<file path="config.mk">
export PLATFORM = sky130hd
export DESIGN_NAME = bgr_rsp_fifo
export DESIGN_NICKNAME = d
export VERILOG_FILES = /design/src/rtl/core/bgr_pkg.sv /design/src/rtl/core/bgr_rsp_fifo.sv
export SDC_FILE = /design/constraint.sdc
export NUM_CORES = 1
export LEC_CHECK = 0
export BUFFER_PORTS_ARGS = -buffer_cell sky130_fd_sc_hd__buf_2
export CORE_UTILIZATION = 56
export DETAILED_ROUTE_END_ITERATION = 16
export PLACE_DENSITY = 0.81
export SYNTH_ARGS = -nofsm -noshare
export SYNTH_HDL_FRONTEND = slang
export SYNTH_SLANG_ARGS = --single-unit
</file>
<file path="constraint.sdc">
create_clock -name aclk -period 2.5 [get_ports aclk]
set_input_delay 0.5 -clock aclk [delete_from_list [all_inputs] [get_ports aclk]]
set_output_delay 0.5 -clock aclk [all_outputs]
set_load 0.05 [all_outputs]
</file>
<file path="src/rtl/core/bgr_pkg.sv">
// shared types, constants and shade lookup for the background tile pixel renderer
// no dependencies
`default_nettype none

package bgr_pkg;

    localparam int VRAM_BYTES          = 8192;
    localparam int VRAM_AW             = 13;
    localparam int BANK_DEPTH          = VRAM_BYTES / 2;
    localparam int BANK_AW             = $clog2(BANK_DEPTH);
    localparam int LINE_TICKS_DEF      = 1232;
    localparam int FRAME_LAST_TICK_DEF = 280986;
    localparam int VBLANK_TICK         = 197120;
    localparam int VISIBLE_COLUMNS     = 160;
    localparam int VISIBLE_LINES       = 144;
    localparam int MAP_BASE            = 'h1800;
    localparam int RSP_DEPTH           = 4;

    localparam logic [7:0] SHADE_0 = 8'hFF;
    localparam logic [7:0] SHADE_1 = 8'hBD;
    localparam logic [7:0] SHADE_2 = 8'h7E;
    localparam logic [7:0] SHADE_3 = 8'h00;

    typedef enum logic {
        MODE_TICK  = 1'b0,
        MODE_WRITE = 1'b1
    } mode_t;

    typedef struct packed {
        mode_t              mode;
        logic [VRAM_AW-1:0] vram_address;
        logic [7:0]         vram_data;
    } req_t;

    typedef struct packed {
        logic       pixel_valid;
        logic [7:0] pixel_x;
        logic [7:0] pixel_y;
        logic [7:0] shade;
        logic [7:0] line_number;
        logic       vblank_irq;
        logic       frame_done;
    } rsp_t;

    function automatic logic [7:0] gray_shade(input logic [1:0] color);
        logic [7:0] level;
        unique case (color)
            2'd0:    level = SHADE_0;
            2'd1:    level = SHADE_1;
            2'd2:    level = SHADE_2;
            default: level = SHADE_3;
        endcase
        return level;
    endfunction

endpackage

`default_nettype wire

</file>
<file path="src/rtl/core/bgr_rsp_fifo.sv">
// small result queue between the render pipeline and the result port
// depends on bgr_pkg
`default_nettype none

module bgr_rsp_fifo #(
    parameter int DEPTH = bgr_pkg::RSP_DEPTH,
    localparam int PTR_W = $clog2(DEPTH),
    localparam int CNT_W = $clog2(DEPTH + 1)
) (
    input  wire logic          aclk,
    input  wire logic          aresetn,
    input  wire logic          push,
    input  wire bgr_pkg::rsp_t push_data,
    output logic               pop_valid,
    input  wire logic          pop_ready,
    output bgr_pkg::rsp_t      pop_data,
    output logic [CNT_W-1:0]   count
);

    bgr_pkg::rsp_t    entry_reg [DEPTH];
    logic [PTR_W-1:0] wr_ptr_reg, wr_ptr_next;
    logic [PTR_W-1:0] rd_ptr_reg, rd_ptr_next;
    logic [CNT_W-1:0] count_reg, count_next;
    logic             pop;

    assign pop = pop_valid && pop_ready;

    always_comb begin
        wr_ptr_next = wr_ptr_reg;
        rd_ptr_next = rd_ptr_reg;
        count_next  = count_reg;
        if (push) begin
            wr_ptr_next = (wr_ptr_reg == PTR_W'(DEPTH - 1)) ? '0 : wr_ptr_reg + PTR_W'(1);
        end
        if (pop) begin
            rd_ptr_next = (rd_ptr_reg == PTR_W'(DEPTH - 1)) ? '0 : rd_ptr_reg + PTR_W'(1);
        end
        if (push && !pop) begin
            count_next = count_reg + CNT_W'(1);
        end else if (pop && !push) begin
            count_next = count_reg - CNT_W'(1);
        end
    end

    always_ff @(posedge aclk) begin
        if (!aresetn) begin
            wr_ptr_reg <= '0;
            rd_ptr_reg <= '0;
            count_reg  <= '0;
        end else begin
            wr_ptr_reg <= wr_ptr_next;
            rd_ptr_reg <= rd_ptr_next;
            count_reg  <= count_next;
        end
    end

    always_ff @(posedge aclk) begin
        if (push) begin
            entry_reg[wr_ptr_reg] <= push_data;
        end
    end

    assign pop_valid = (count_reg != '0);
    assign pop_data  = entry_reg[rd_ptr_reg];
    assign count     = count_reg;

endmodule

`default_nettype wire

</file>
Word level (Yosys, flattened, before mapping)
Memory sizes are Yosys's and may differ from the RTL's. A register that Yosys moved wholly into a read port is not among the register bits. Cells that the tools add are included.

Bits in registers: 7. Bits in latches: 0. Bits in writable memories: 140. Bits in read-only memories: 0. Input bits: 39. Output and inout bits: 39. Word-level logic and storage cells: 25. Memories: 1.

Add/sub/neg operators: 4. $mul: 0. Divide/modulo/power cells: 0. Magnitude comparators: 0. Equality and inequality tests: 2. Shift operators: 0. Mux-type cells: 8. Bitwise gates (word level): 0. Reduce and logical (&&, ||, !) cells: 7.

Memory list: entry_reg (depth 4, width 35, rd ports 1, clocked after Yosys merged registers in 1, write ports 1, line bgr_rsp_fifo.sv:20) `bgr_pkg::rsp_t entry_reg [DEPTH];`.

Operators by type and width (count): $mux 2 (4); $mux 3 (2); $add 2x1->2 const B (2); $eq 2x2->1 const B (2); $add 3x1->3 const B (1); $logic_and 1x1->1 (3); $reduce_bool 3->1 (1); $sub 3x1->3 const B (1); $logic_not 1->1 (2); $mux 1 (2); $reduce_bool 2->1 (1).

Longest topological paths before layout
Gate-level depths: netlist (run 1).

Word-level depth: 5. Depth in mapped cells: 7. Mapped depth without buffers: 7.

Worst setup path before layout (run 1)
No wires, ideal clock.

Path kind: flip-flop to flip-flop. Start: register count_reg[0] (netlist: count[0]). End: register count_reg[2] (netlist: count[2]). Library setup time: 0.076 ns. Arrival: 2.262 ns. Required time: 2.424 ns. Slack: 0.162 ns. Stages on the path, launching flop included: 8. Path buffers: 0. Clock period less this slack: 2.338 ns. Path through: dfxtp_1 > o31ai_1 > ha_1 > inv_1 > fa_1 > xor2_1 > or3_1 > a21boi_0.

Cells in the longest elaborated chain, start to end: 5. Elaborated cells on any way between the ends: 10. Classes of those cells: add/sub (2); mux (2); reduce/logical (6).

Ends and longest elaborated chain: start: declaration (line bgr_rsp_fifo.sv:23) `logic [CNT_W-1:0] count_reg, count_next;`; start signal: assignment (line bgr_rsp_fifo.sv:53) `count_reg <= count_next;`; branches (longest 5 deep; another with $sub 3x1->3).

Parallel ways; which one is timed is not known. The select of a mux whose other input is x is not followed. A chain may end at the register's enable or synchronous reset.

==> summary.md, run 1 <==
| Metric | Value |
|---|---|
| Initial Util | `58.99%` |
| Most frequent cells in the layout | `140 x edfxtp_1, 77 x buf_2, 30 x mux4_2` |
| Flop pwr share | `between 30 and 40%` |
| Max-cap violations | `0` |
| Clock Pin Slew Worst Setup and Hold Paths | `0.06 ns` |
| Die H | `~100 um` |
| Synth Cell Area | `0.005554 sq mm` |
| HP Class | `in -> reg` |
| Worst-Skew Late Latency | `slightly above 0.5 ns` |
| GPL Wtd Cong | `around 0.66` |
| RSZ-0062 raised after global routing | `false` |
| Count of endpoints failing setup in the final report | `0` |
| Clk root buf | `clkbuf_8` |
| Vias/cell | `5.536` |
| First-pass GRT wire length | `~15 mm` |
| Vias in the first global route | `around 2700` |
| Clock Skew | `about 0.0044 ns` |
| Post-Place Cells | `434` |
| Clock sink count | `between 100 and 150` |
| Worst setup SP type | `flip-flop` |
| Final Hold Viols | `0` |
| Nets@finish | `372` |
| Total track usage | `20.82%` |
| Largest cells by area after synthesis | `edfxtp_1 76%, mux4_2 12%, dfxtp_1 3.2%, mux4_1 2.4%, ha_1 1.4%` |
| Area growth from synthesis to layout | `22.55%` |
| Fin crit period | `2.391 ns` |
| CTS Buffer Depth | `2` |
| Syn avg cell area | `24.36 sq um` |
| Net load switching power | `2.407 mW` |
| Setup CP Type | `reg -> out` |
| Peak supply drop | `roughly 760 uV` |
| Post-Syn Instances | `228` |
| Pins Over Slew Limit | `0` |
| CTS tree | `yes` |
| Clk pwr share | `between 30% and 40%` |
| Initial antenna violation count | `0` |
| FMAX | `0.4183 GHz` |
| HPWL Detailed | `5.454 mm` |
| Worst Path Max Fanout | `9` |
| Rel. slew slack | `70.42%` |
| Die width | `between 100 and 150 um` |
| I/O Pins | `78` |
| Drt first pass iters | `4` |
| Ys Warns | `0` |
| Sequential-to-total area share from yosys stat | `78.94%` |
| Yosys top cell area share | `between 70% and 80%` |
| Pleak | `2.370 nW` |
| Total CTS buffers | `17` |
| Total Wirelength | `approximately 9.6 mm` |
| Outcome | `completed` |
| Worst-Margin Slew | `0.4437 ns` |
| Largest net degree at the start of global routing | `36` |
| Crit path required time | `about 2.0 ns` |
| Remaining DRCs | `0` |
| Non-Filler Instances | `468` |
| Site row count | `35` |
| Yosys reg bits | `149` |
| Initial detailed-routing violation count | `93` |
| Diode count | `0` |
| GRT overflow | `0` |
| H-tree Lvls | `4` |
| Post-synth cell types | `23` |
| Sw Ratio | `a little under a third` |
| Hold Buf Count CTS | `0` |
| Final setup TNS | `0 ns` |
| Port-buffer cells | `77` |
| Max reg flops | `140` |
| Period utilization | `95.63%` |
| Syn Nets | `between 200 and 300` |
| Commonest non-fill, non-tap cell in the layout | `edfxtp_1` |
| Via count | `2591` |
| Die Area | `0.01032 sq mm` |
| Area leader, netlist | `edfxtp_1` |
| Avg WL per Cell | `slightly above 20 um` |
| Core area | `0.009415 sq mm` |
| Cell area power density | `~1100 mW/mm^2` |
| Share of cells above drive strength 1 | `a little under half` |
| Routed Antenna Nets | `0` |
| Combinational Power Share | `roughly 27%` |
| Data arrival, critical path | `1.89 ns` |
| CP Capture Type | `output port` |
| Pint | `5.231 mW` |
==> power by group through the flow <==
stage          Clock [mW]  Combinational (mW)  Sequential (mW)
2_1_floorplan           0                1.60             3.03
3_3_place_gp            0                1.98             2.98
3_5_place_dp            0                2.00             2.99
4_1_cts              2.66                2.06             2.95
5_1_grt              2.76                2.18             2.98
6_report             2.61                2.06             2.97
==> cell type report <==
cell class	count	area (sq um)
sequential	149	4389
fill	555	2609
multi-input combinational	68	1077
timing repair buffer	87	548.0
clock buffer	19	421.7
clock inverter	13	197.7
tap	129	161.4
inverter	3	11.26
==> repair_timing <==
| action | CTS | global route |
|---|---|---|
| endpoints found under the hold margin | 0 | 0 |
| endpoints found under the setup margin | 3 | 21 |
| gates resized for setup | 0 | 3 |
| gates cloned | 1 | 1 |
| setup buffers | 0 | 0 |
==> worst max-delay path: stages (launching register included) <==
cell and delay [ns]:
dfxtp_4 0.41, buf_12 0.16, mux4_1 0.57, buf_2 0.23
==> cells by family (layout without fill, tap and decap cells) <==
group                    after synthesis  after routing  synth area share [%]
multiplexers                          38             38                 15.07
buffers and inverters                 11            122                 1.847
XOR/XNOR                               2              2                0.3154
flip-flops                           149            149                 78.94
AND/OR/NAND/NOR                       16             16                 1.577
AO/OA/AOI/OAI                          5              5                0.5407
adder cells (fa/ha/maj)                7              7                 1.712
==> synthesized netlist by cell type <==
| cell type | instances |
|---|---|
| fa_1 | 1 |
| nor2_1 | 2 |
| o21ai_0 | 3 |
| mux4_1 | 5 |
| buf_12 | 3 |
| or3_1 | 2 |
| and2_1 | 5 |
| xor2_1 | 1 |
| buf_6 | 1 |
| xnor2_1 | 1 |
| mux4_2 | 30 |
| buf_2 | 3 |
| nand3_1 | 2 |
| ha_1 | 6 |
| mux2i_1 | 3 |
| nand2_1 | 2 |
| edfxtp_1 | 140 |
| clkbuf_2 | 1 |
| dfxtp_1 | 9 |
| inv_1 | 3 |
| o31ai_1 | 1 |
| a21boi_0 | 1 |
| nor2b_1 | 3 |
==> routing by layer <==
layer  up-vias  part of all wire, %  track usage, %
met5         -                    0               0
met4         0                  1.1           9.030
met3         8                  5.2           6.625
met2        79                   52           33.99
met1      1346                   41           25.85
li1       1158                    -               -
==> stage by stage <==
step	worst slack [ns]	hold slack [ns]	util, %	total power [mW]	cell area [sq um]
global route	0.04307	0.1789	72.29	7.919	6807
detailed placement	0.1329	0.5115	65.08	4.990	6127
global placement	0.3139	0.5002	65.08	4.960	6127
CTS	-0.02754	0.1728	72.00	7.679	6779
floorplan	0.1622	0.4785	-	4.636	5554
finish	0.1093	0.2005	72.29	7.638	6807
==> final timing paths <==
check	start	to	slack [ns]	cells after the start
max reg2reg	count[1]	count[2]	0.30	7
min	push_data[19]	entry_reg[2][19]	0.20	1
min reg2reg	rd_ptr_reg[0]	flip-flop	0.53	2
max	flip-flop	pop_data[20]	0.11	3
No activity file was read; power rests on OpenSTA's default activity.
==> run 2, diff against run 1 <==
--- a/config.mk
+++ b/config.mk
@@ -6,6 +6,7 @@
 export NUM_CORES = 1
 export LEC_CHECK = 0
 export BUFFER_PORTS_ARGS = -buffer_cell sky130_fd_sc_hd__buf_2
+export CORE_ASPECT_RATIO = 0.6
 export CORE_UTILIZATION = 56
 export DETAILED_ROUTE_END_ITERATION = 16
 export PLACE_DENSITY = 0.81
==> run 2 against run 1 <==
  * Combinational power shrank 2%
  * Worst setup slack gained 0.0091 ns
  * Power down 4.2%
  * Clock power decreased by 9.6%
  * Clock-buffer cell count increased by 1
  * Via count down 1.1%
  * Worst hold slack gained 0.10 ns
  * Sequential power about the same
  * Register-to-register slack better by 0.10 ns
  * Critical path type unchanged
  * Highest routed layer unchanged
==> summary.md, run 2 (synthesis results as in run 1) <==
| Metric | Value |
|---|---|
| Top delay family on crit path | `multiplexers` |
| HP Class | `in -> reg` |
| Worst-Skew Late Latency | `0.41 ns (-0.10 ns)` |
| Data arrival, critical path | `1.88 ns (about the same)` |
| H-tree Lvls | `4 (unchanged)` |
| Core area | `0.009392 sq mm (-0.25%)` |
| Total track usage | `20.00% (-0.82 points)` |
| CTS tree | `yes` |
| Period utilization | `95.26% (-0.36 points)` |
| Via count | `2563 (-1.1%)` |
| Setup ws final | `0.1184 ns (+0.009102 ns)` |
| Worst Path Max Fanout | `16 (+7)` |
| Pins Over Slew Limit | `0 (unchanged)` |
| Fill cells | `573 (+3.2%)` |
| Placed cell area | `0.006153 sq mm (+0.43%)` |
| Hold Buf Count CTS | `0 (unchanged)` |
| Cell Chain, Critical Path | `buf_4, mux4_2, buf_2` |
| Clk root buf | `clkbuf_16` |
| Worst r2r src | `count[0]` |
| Port-buffer cells | `77 (unchanged)` |
| Fin area | `0.006700 sq mm (-1.6%)` |
| Share of cells above drive strength 1 | `43.45% (-2.0 points)` |
| Die H | `79.14 um (-22%)` |
| Initial antenna violation count | `0 (unchanged)` |
| Nets@finish | `370 (-0.54%)` |
| R2R Path End | `count[2]` |
| HPWL Detailed | `5.588 mm (+2.5%)` |
| First-pass GRT wire length | `14.22 mm (-2.3%)` |
| Util after Layout | `71.34% (-0.95 points)` |
| Hold slack | `0.3048 ns (+0.1043 ns)` |
| Cell area power density | `1092 mW/mm^2 (-2.7%)` |
| Postcts setup bufs | `0 (unchanged)` |
| CP max-delay cell | `mux4_2` |
| FMAX | `0.4199 GHz (+0.38%)` |
| Clock Pin Slew Worst Setup and Hold Paths | `0.06 ns (about the same)` |
| R2r setup slk | `0.40 ns (+0.10 ns)` |
| CP Capture Type | `output port` |
| Max-cap violations | `0 (unchanged)` |
| Most frequent cells in the layout | `140 x edfxtp_1, 77 x buf_2, 30 x mux4_2` |
| Avg WL per Cell | `20.10 um (-2.4%)` |
| Area growth from synthesis to layout | `20.64%` |
| Peak supply drop | `659.2 uV (-13%)` |
| Final Hold Viols | `0 (unchanged)` |
| Clock sink count | `149 (unchanged)` |
| Fin crit period | `2.382 ns (-0.009102 ns)` |
| GRT overflow | `0 (unchanged)` |
| Rel. slew slack | `68.24% (-2.2 points)` |
| Count of endpoints failing setup in the final report | `0 (unchanged)` |
| CTS Buffer Depth | `2 (unchanged)` |
| Largest net degree at the start of global routing | `36 (unchanged)` |
| Cts repair resizes | `0 (unchanged)` |
| Die width | `130.6 um (+29%)` |
| Reg2Reg Depth | `7 (unchanged)` |
| Vias/cell | `5.500 (-0.66%)` |
| CP Buf/Inv Count | `2 (unchanged)` |
| Initial Util | `59.14% (+0.15 points)` |
| Vias in the first global route | `2654 (-0.38%)` |
| Register area | `0.004387 sq mm (about the same)` |
| Delay of the slowest cell on the worst path | `0.58 ns (about the same)` |
| GPL Wtd Cong | `0.7108 (+8.4%)` |
| Remaining DRCs | `0 (unchanged)` |
| DP Worst Slack | `0.3998 ns (+0.2669 ns)` |
| Worst-Margin Slew | `0.4764 ns (+0.03274 ns)` |
| Commonest non-fill, non-tap cell in the layout | `edfxtp_1` |
| Total CTS buffers | `17 (unchanged)` |
| Max reg flops | `140 (unchanged)` |
| I/O Pins | `78 (unchanged)` |
| RSZ-0062 raised after global routing | `false` |
| Die Area | `0.01033 sq mm (+0.12%)` |
| Routed Antenna Nets | `0 (unchanged)` |
| Diode count | `0 (unchanged)` |
| Drt first pass iters | `6 (+2)` |
| Crit. path cell count | `3 (unchanged)` |
| Total Wirelength | `9.366 mm (-2.8%)` |
| Clock Skew | `0.007030 ns (+0.002599 ns)` |
| Worst setup SP type | `flip-flop` |
| Final setup TNS | `0 ns (unchanged)` |
| Multi-input gate area | `0.001072 sq mm (-0.46%)` |
| Outcome | `completed` |
| Crit path required time | `2.00 ns (about the same)` |
| Initial detailed-routing violation count | `174 (+87%)` |
| Pleak | `2.325 nW (-1.9%)` |
| Worst Setup EP | `pop_data[33]` |
| Site row count | `27 (-23%)` |
| Setup CP Type | `reg -> out` |
## run 2: cell count changes in the layout (fill, tap and decap cells not counted), sizes merged
cell,delta
buf,-1
bufinv,-2
clkinv,+4
clkinvlp,-1
inv,-3
## run 2: report_power, final
| part | internal, mW | total [mW] | switching, mW |
|---|---|---|---|
| Sequential | 2.88 | 2.95 | 0.0659 |
| Clock | 1.45 | 2.36 | 0.910 |
| Combinational | 0.660 | 2.01 | 1.35 |
| Total | 4.99 | 7.32 | 2.33 |
## run 2: metal layers
metal | vias to the layer above | routed length [um] | global-route usage (%)
met5 | - | 0 | 0
met4 | 0 | 87 | 7.586
met3 | 10 | 597 | 7.075
met2 | 79 | 4551 | 30.42
met1 | 1320 | 4129 | 26.81
li1 | 1154 | - | -
## run 2: cell type report
cell class / instances / area share [%]
inverter: 3 / 0.1681
clock inverter: 11 / 1.643
clock buffer: 20 / 6.517
multi-input combinational: 68 / 16.00
tap: 130 / 2.428
sequential: 149 / 65.47
timing repair buffer: 85 / 7.768
## run 2: worst min path at each step
stage / depth (start not counted) / slack [ns] / startpoint / to
5_1_grt: 1 / 0.29 / push_data[18] / entry_reg[3][18]
4_1_cts: 1 / 0.29 / push_data[18] / entry_reg[3][18]
3_5_place_dp: 2 / 0.53 / rd_ptr_reg[1] / flip-flop
2_1_floorplan: 2 / 0.48 / rd_ptr_reg[1] / flip-flop
6_report: 1 / 0.30 / push_data[16] / entry_reg[2][16]
3_3_place_gp: 2 / 0.50 / rd_ptr_reg[1] / flip-flop
## run 2: metrics by stage
stage	total power, mW	instances
floorplan	4.636	228
global placement	4.991	435
detailed placement	5.023	435
CTS	7.382	466
global route	7.574	466
finish	7.317	466
==> run 3, diff against run 2 <==
--- a/config.mk
+++ b/config.mk
@@ -5,11 +5,12 @@
 export SDC_FILE = /design/constraint.sdc
 export NUM_CORES = 1
 export LEC_CHECK = 0
+export ABC_AREA = 0
 export BUFFER_PORTS_ARGS = -buffer_cell sky130_fd_sc_hd__buf_2
 export CORE_ASPECT_RATIO = 0.6
-export CORE_UTILIZATION = 56
+export CORE_UTILIZATION = 45
 export DETAILED_ROUTE_END_ITERATION = 16
-export PLACE_DENSITY = 0.81
+export PLACE_DENSITY = 0.68
 export SYNTH_ARGS = -nofsm -noshare
 export SYNTH_HDL_FRONTEND = slang
 export SYNTH_SLANG_ARGS = --single-unit
==> run 3 against run 2 <==
  * Sequential power is essentially flat
  * Wire length grew 0.58%
  * Utilization shrank 15 points
  * Sequential share of layout area shrank 0.57 points
  * Global-route usage shrank 3.9 points
  * Fmax shrank 0.90%
  * Register-to-register slack is essentially flat
  * Largest power group unchanged
  * Highest routed layer is now met5
==> summary.md, run 3 (synthesis results as in run 1) <==
| Metric | Value |
|---|---|
| Outcome | `completed` |
| Delay of the slowest cell on the worst path | `0.57 ns (about the same)` |
| Destination of the worst hold path | `entry_reg[1][18]` |
| Cts repair resizes | `1 (+1)` |
| Util after Layout | `56.24% (-15 points)` |
| Cell Chain, Critical Path | `buf_12, mux4_1, buf_2` |
| Hold slack | `0.2978 ns (-0.007040 ns)` |
| Crit. path cell count | `3 (unchanged)` |
| First-pass GRT wire length | `14.48 mm (+1.8%)` |
| R2r setup slk | `0.39 ns (about the same)` |
| Clk root buf | `clkbuf_16` |
| Fin crit period | `2.403 ns (+0.02154 ns)` |
| Post-Place Cells | `475 (+9.2%)` |
| Die width | `145.4 um (+11%)` |
| Core area | `0.01202 sq mm (+28%)` |
| Clock sink count | `149 (unchanged)` |
| DP Worst Slack | `0.3850 ns (-0.01479 ns)` |
| Reg2Reg Depth | `7 (unchanged)` |
| Top delay family on crit path | `multiplexers` |
| Initial Util | `46.19% (-13 points)` |
| CP Buf/Inv Count | `2 (unchanged)` |
| WHS Path Cells | `1 (unchanged)` |
| I/O Pins | `78 (unchanged)` |
| Period utilization | `96.12% (+0.86 points)` |
| Pwr Total | `7.377 mW (+0.82%)` |
| RSZ-0062 raised after global routing | `false` |
| Hold Buf Count CTS | `0 (unchanged)` |
| Drt first pass iters | `6 (unchanged)` |
| CP max-delay cell | `mux4_1` |
| Remaining DRCs | `0 (unchanged)` |
| Pins Over Slew Limit | `0 (unchanged)` |
| Die Area | `0.01281 sq mm (+24%)` |
| Data arrival, critical path | `1.90 ns (+0.02 ns)` |
| H-tree Lvls | `4 (unchanged)` |
| Worst-Margin Slew | `0.3355 ns (-0.1409 ns)` |
| CTS Buffer Depth | `2 (unchanged)` |
| Total Wirelength | `9.420 mm (+0.58%)` |
| Worst setup SP type | `flip-flop` |
| Final Hold Viols | `0 (unchanged)` |
| Met3 GRT Util | `6.979% (-0.096 points)` |
| Worst r2r src | `count[0]` |
| Postcts setup bufs | `0 (unchanged)` |
| Largest net degree at the start of global routing | `22 (-39%)` |
| Vias/cell | `5.055 (-8.1%)` |
| Peak supply drop | `575.0 uV (-13%)` |
| Routed Antenna Nets | `0 (unchanged)` |
| Setup CP Type | `reg -> out` |
| CTS tree | `yes` |
| Count of endpoints failing setup in the final report | `0 (unchanged)` |
| GPL Wtd Cong | `0.6813 (-4.2%)` |
| Worst-Skew Late Latency | `0.41 ns (about the same)` |
| Total track usage | `16.13% (-3.9 points)` |
| Max-cap violations | `0 (unchanged)` |
| Total CTS buffers | `17 (unchanged)` |
| Most frequent cells in the layout | `140 x edfxtp_1, 77 x buf_2, 30 x mux4_2` |
| Clock Pin Slew Worst Setup and Hold Paths | `0.07 ns (about the same)` |
| Share of cells above drive strength 1 | `46.20% (+2.7 points)` |
| HPWL Detailed | `5.903 mm (+5.6%)` |
| Initial antenna violation count | `2 (+2)` |
| GRT Max-Usage Layer | `met2` |
| HP Class | `in -> reg` |
| Crit path required time | `2.00 ns (about the same)` |
| Non-Filler Instances | `508 (+9.0%)` |
| Via count | `2568 (+0.20%)` |
| Setup ws final | `0.09691 ns (-0.02154 ns)` |
| Nets@finish | `375 (+1.4%)` |
| Die H | `88.06 um (+11%)` |
| Final setup TNS | `0 ns (unchanged)` |
| Max reg flops | `140 (unchanged)` |
| Pleak | `2.359 nW (+1.5%)` |
| R2R Path End | `count[2]` |
| Cell area power density | `1091 mW/mm^2 (-0.11%)` |
| Port-buffer cells | `77 (unchanged)` |
| Area growth from synthesis to layout | `21.76%` |
| Placed cell area | `0.006185 sq mm (+0.51%)` |
| Commonest non-fill, non-tap cell in the layout | `edfxtp_1` |
| CP Capture Type | `output port` |
| Worst Path Max Fanout | `17 (+1)` |
| GRT overflow | `0 (unchanged)` |
| Avg WL per Cell | `18.54 um (-7.7%)` |
| Vias in the first global route | `2674 (+0.75%)` |
| Hold Startpoint | `push_data[18]` |
| Global Route met1 Usage | `20.59% (-6.2 points)` |
| FMAX | `0.4161 GHz (-0.90%)` |
| Clock Skew | `0.006684 ns (-0.0003460 ns)` |
| Rel. slew slack | `77.44% (+9.2 points)` |
| Initial detailed-routing violation count | `138 (-21%)` |
| Site row count | `31 (+15%)` |
| Fin area | `0.006763 sq mm (+0.93%)` |
| Met2 GRT Util | `24.13% (-6.3 points)` |
run 3: how the worst max path moves through the flow:
stage                         start  slack [ns]           end
after floorplan            count[0]        0.16      count[2]
after global placement     count[0]        0.39      count[2]
after detailed placement   count[0]        0.38      count[2]
after CTS                 flip-flop        0.05  pop_data[30]
after global routing      flip-flop       0.002  pop_data[31]
final                     flip-flop         0.1  pop_data[30]
run 3: final cells by class:
cell class              instances  area (sq um)
fillers                       892          5261
flip-flops and latches        149          4389
multi-input cells              68          1072
repair buffers                 90         508.0
clock buffers                  17         425.4
well taps                     165         206.4
clock inverters                15         147.6
inverters                       3         11.26
diodes                          1         2.502
run 3: worst reg2reg max path, cell delays in order, from the launching register on:
cell,delay [ns]
dfxtp_1,0.37
o31ai_1,0.36
ha_1,0.25
inv_1,0.06
fa_1,0.37
xor2_1,0.17
or3_1,0.30
a21boi_0,0.16
run 3: where the power goes:
part / internal [mW] / switching (mW)
Clock: 1.39 / 1.02
Combinational: 0.665 / 1.32
Sequential: 2.88 / 0.0927
Total: 4.94 / 2.44
run 3: per-layer routing:
| layer | vias to the layer above | share of wire (%) |
|---|---|---|
| li1 | 1163 | - |
| met2 | 65 | 44 |
| met4 | 2 | 0.80 |
| met5 | - | 0.11 |
| met3 | 9 | 7.3 |
| met1 | 1329 | 48 |
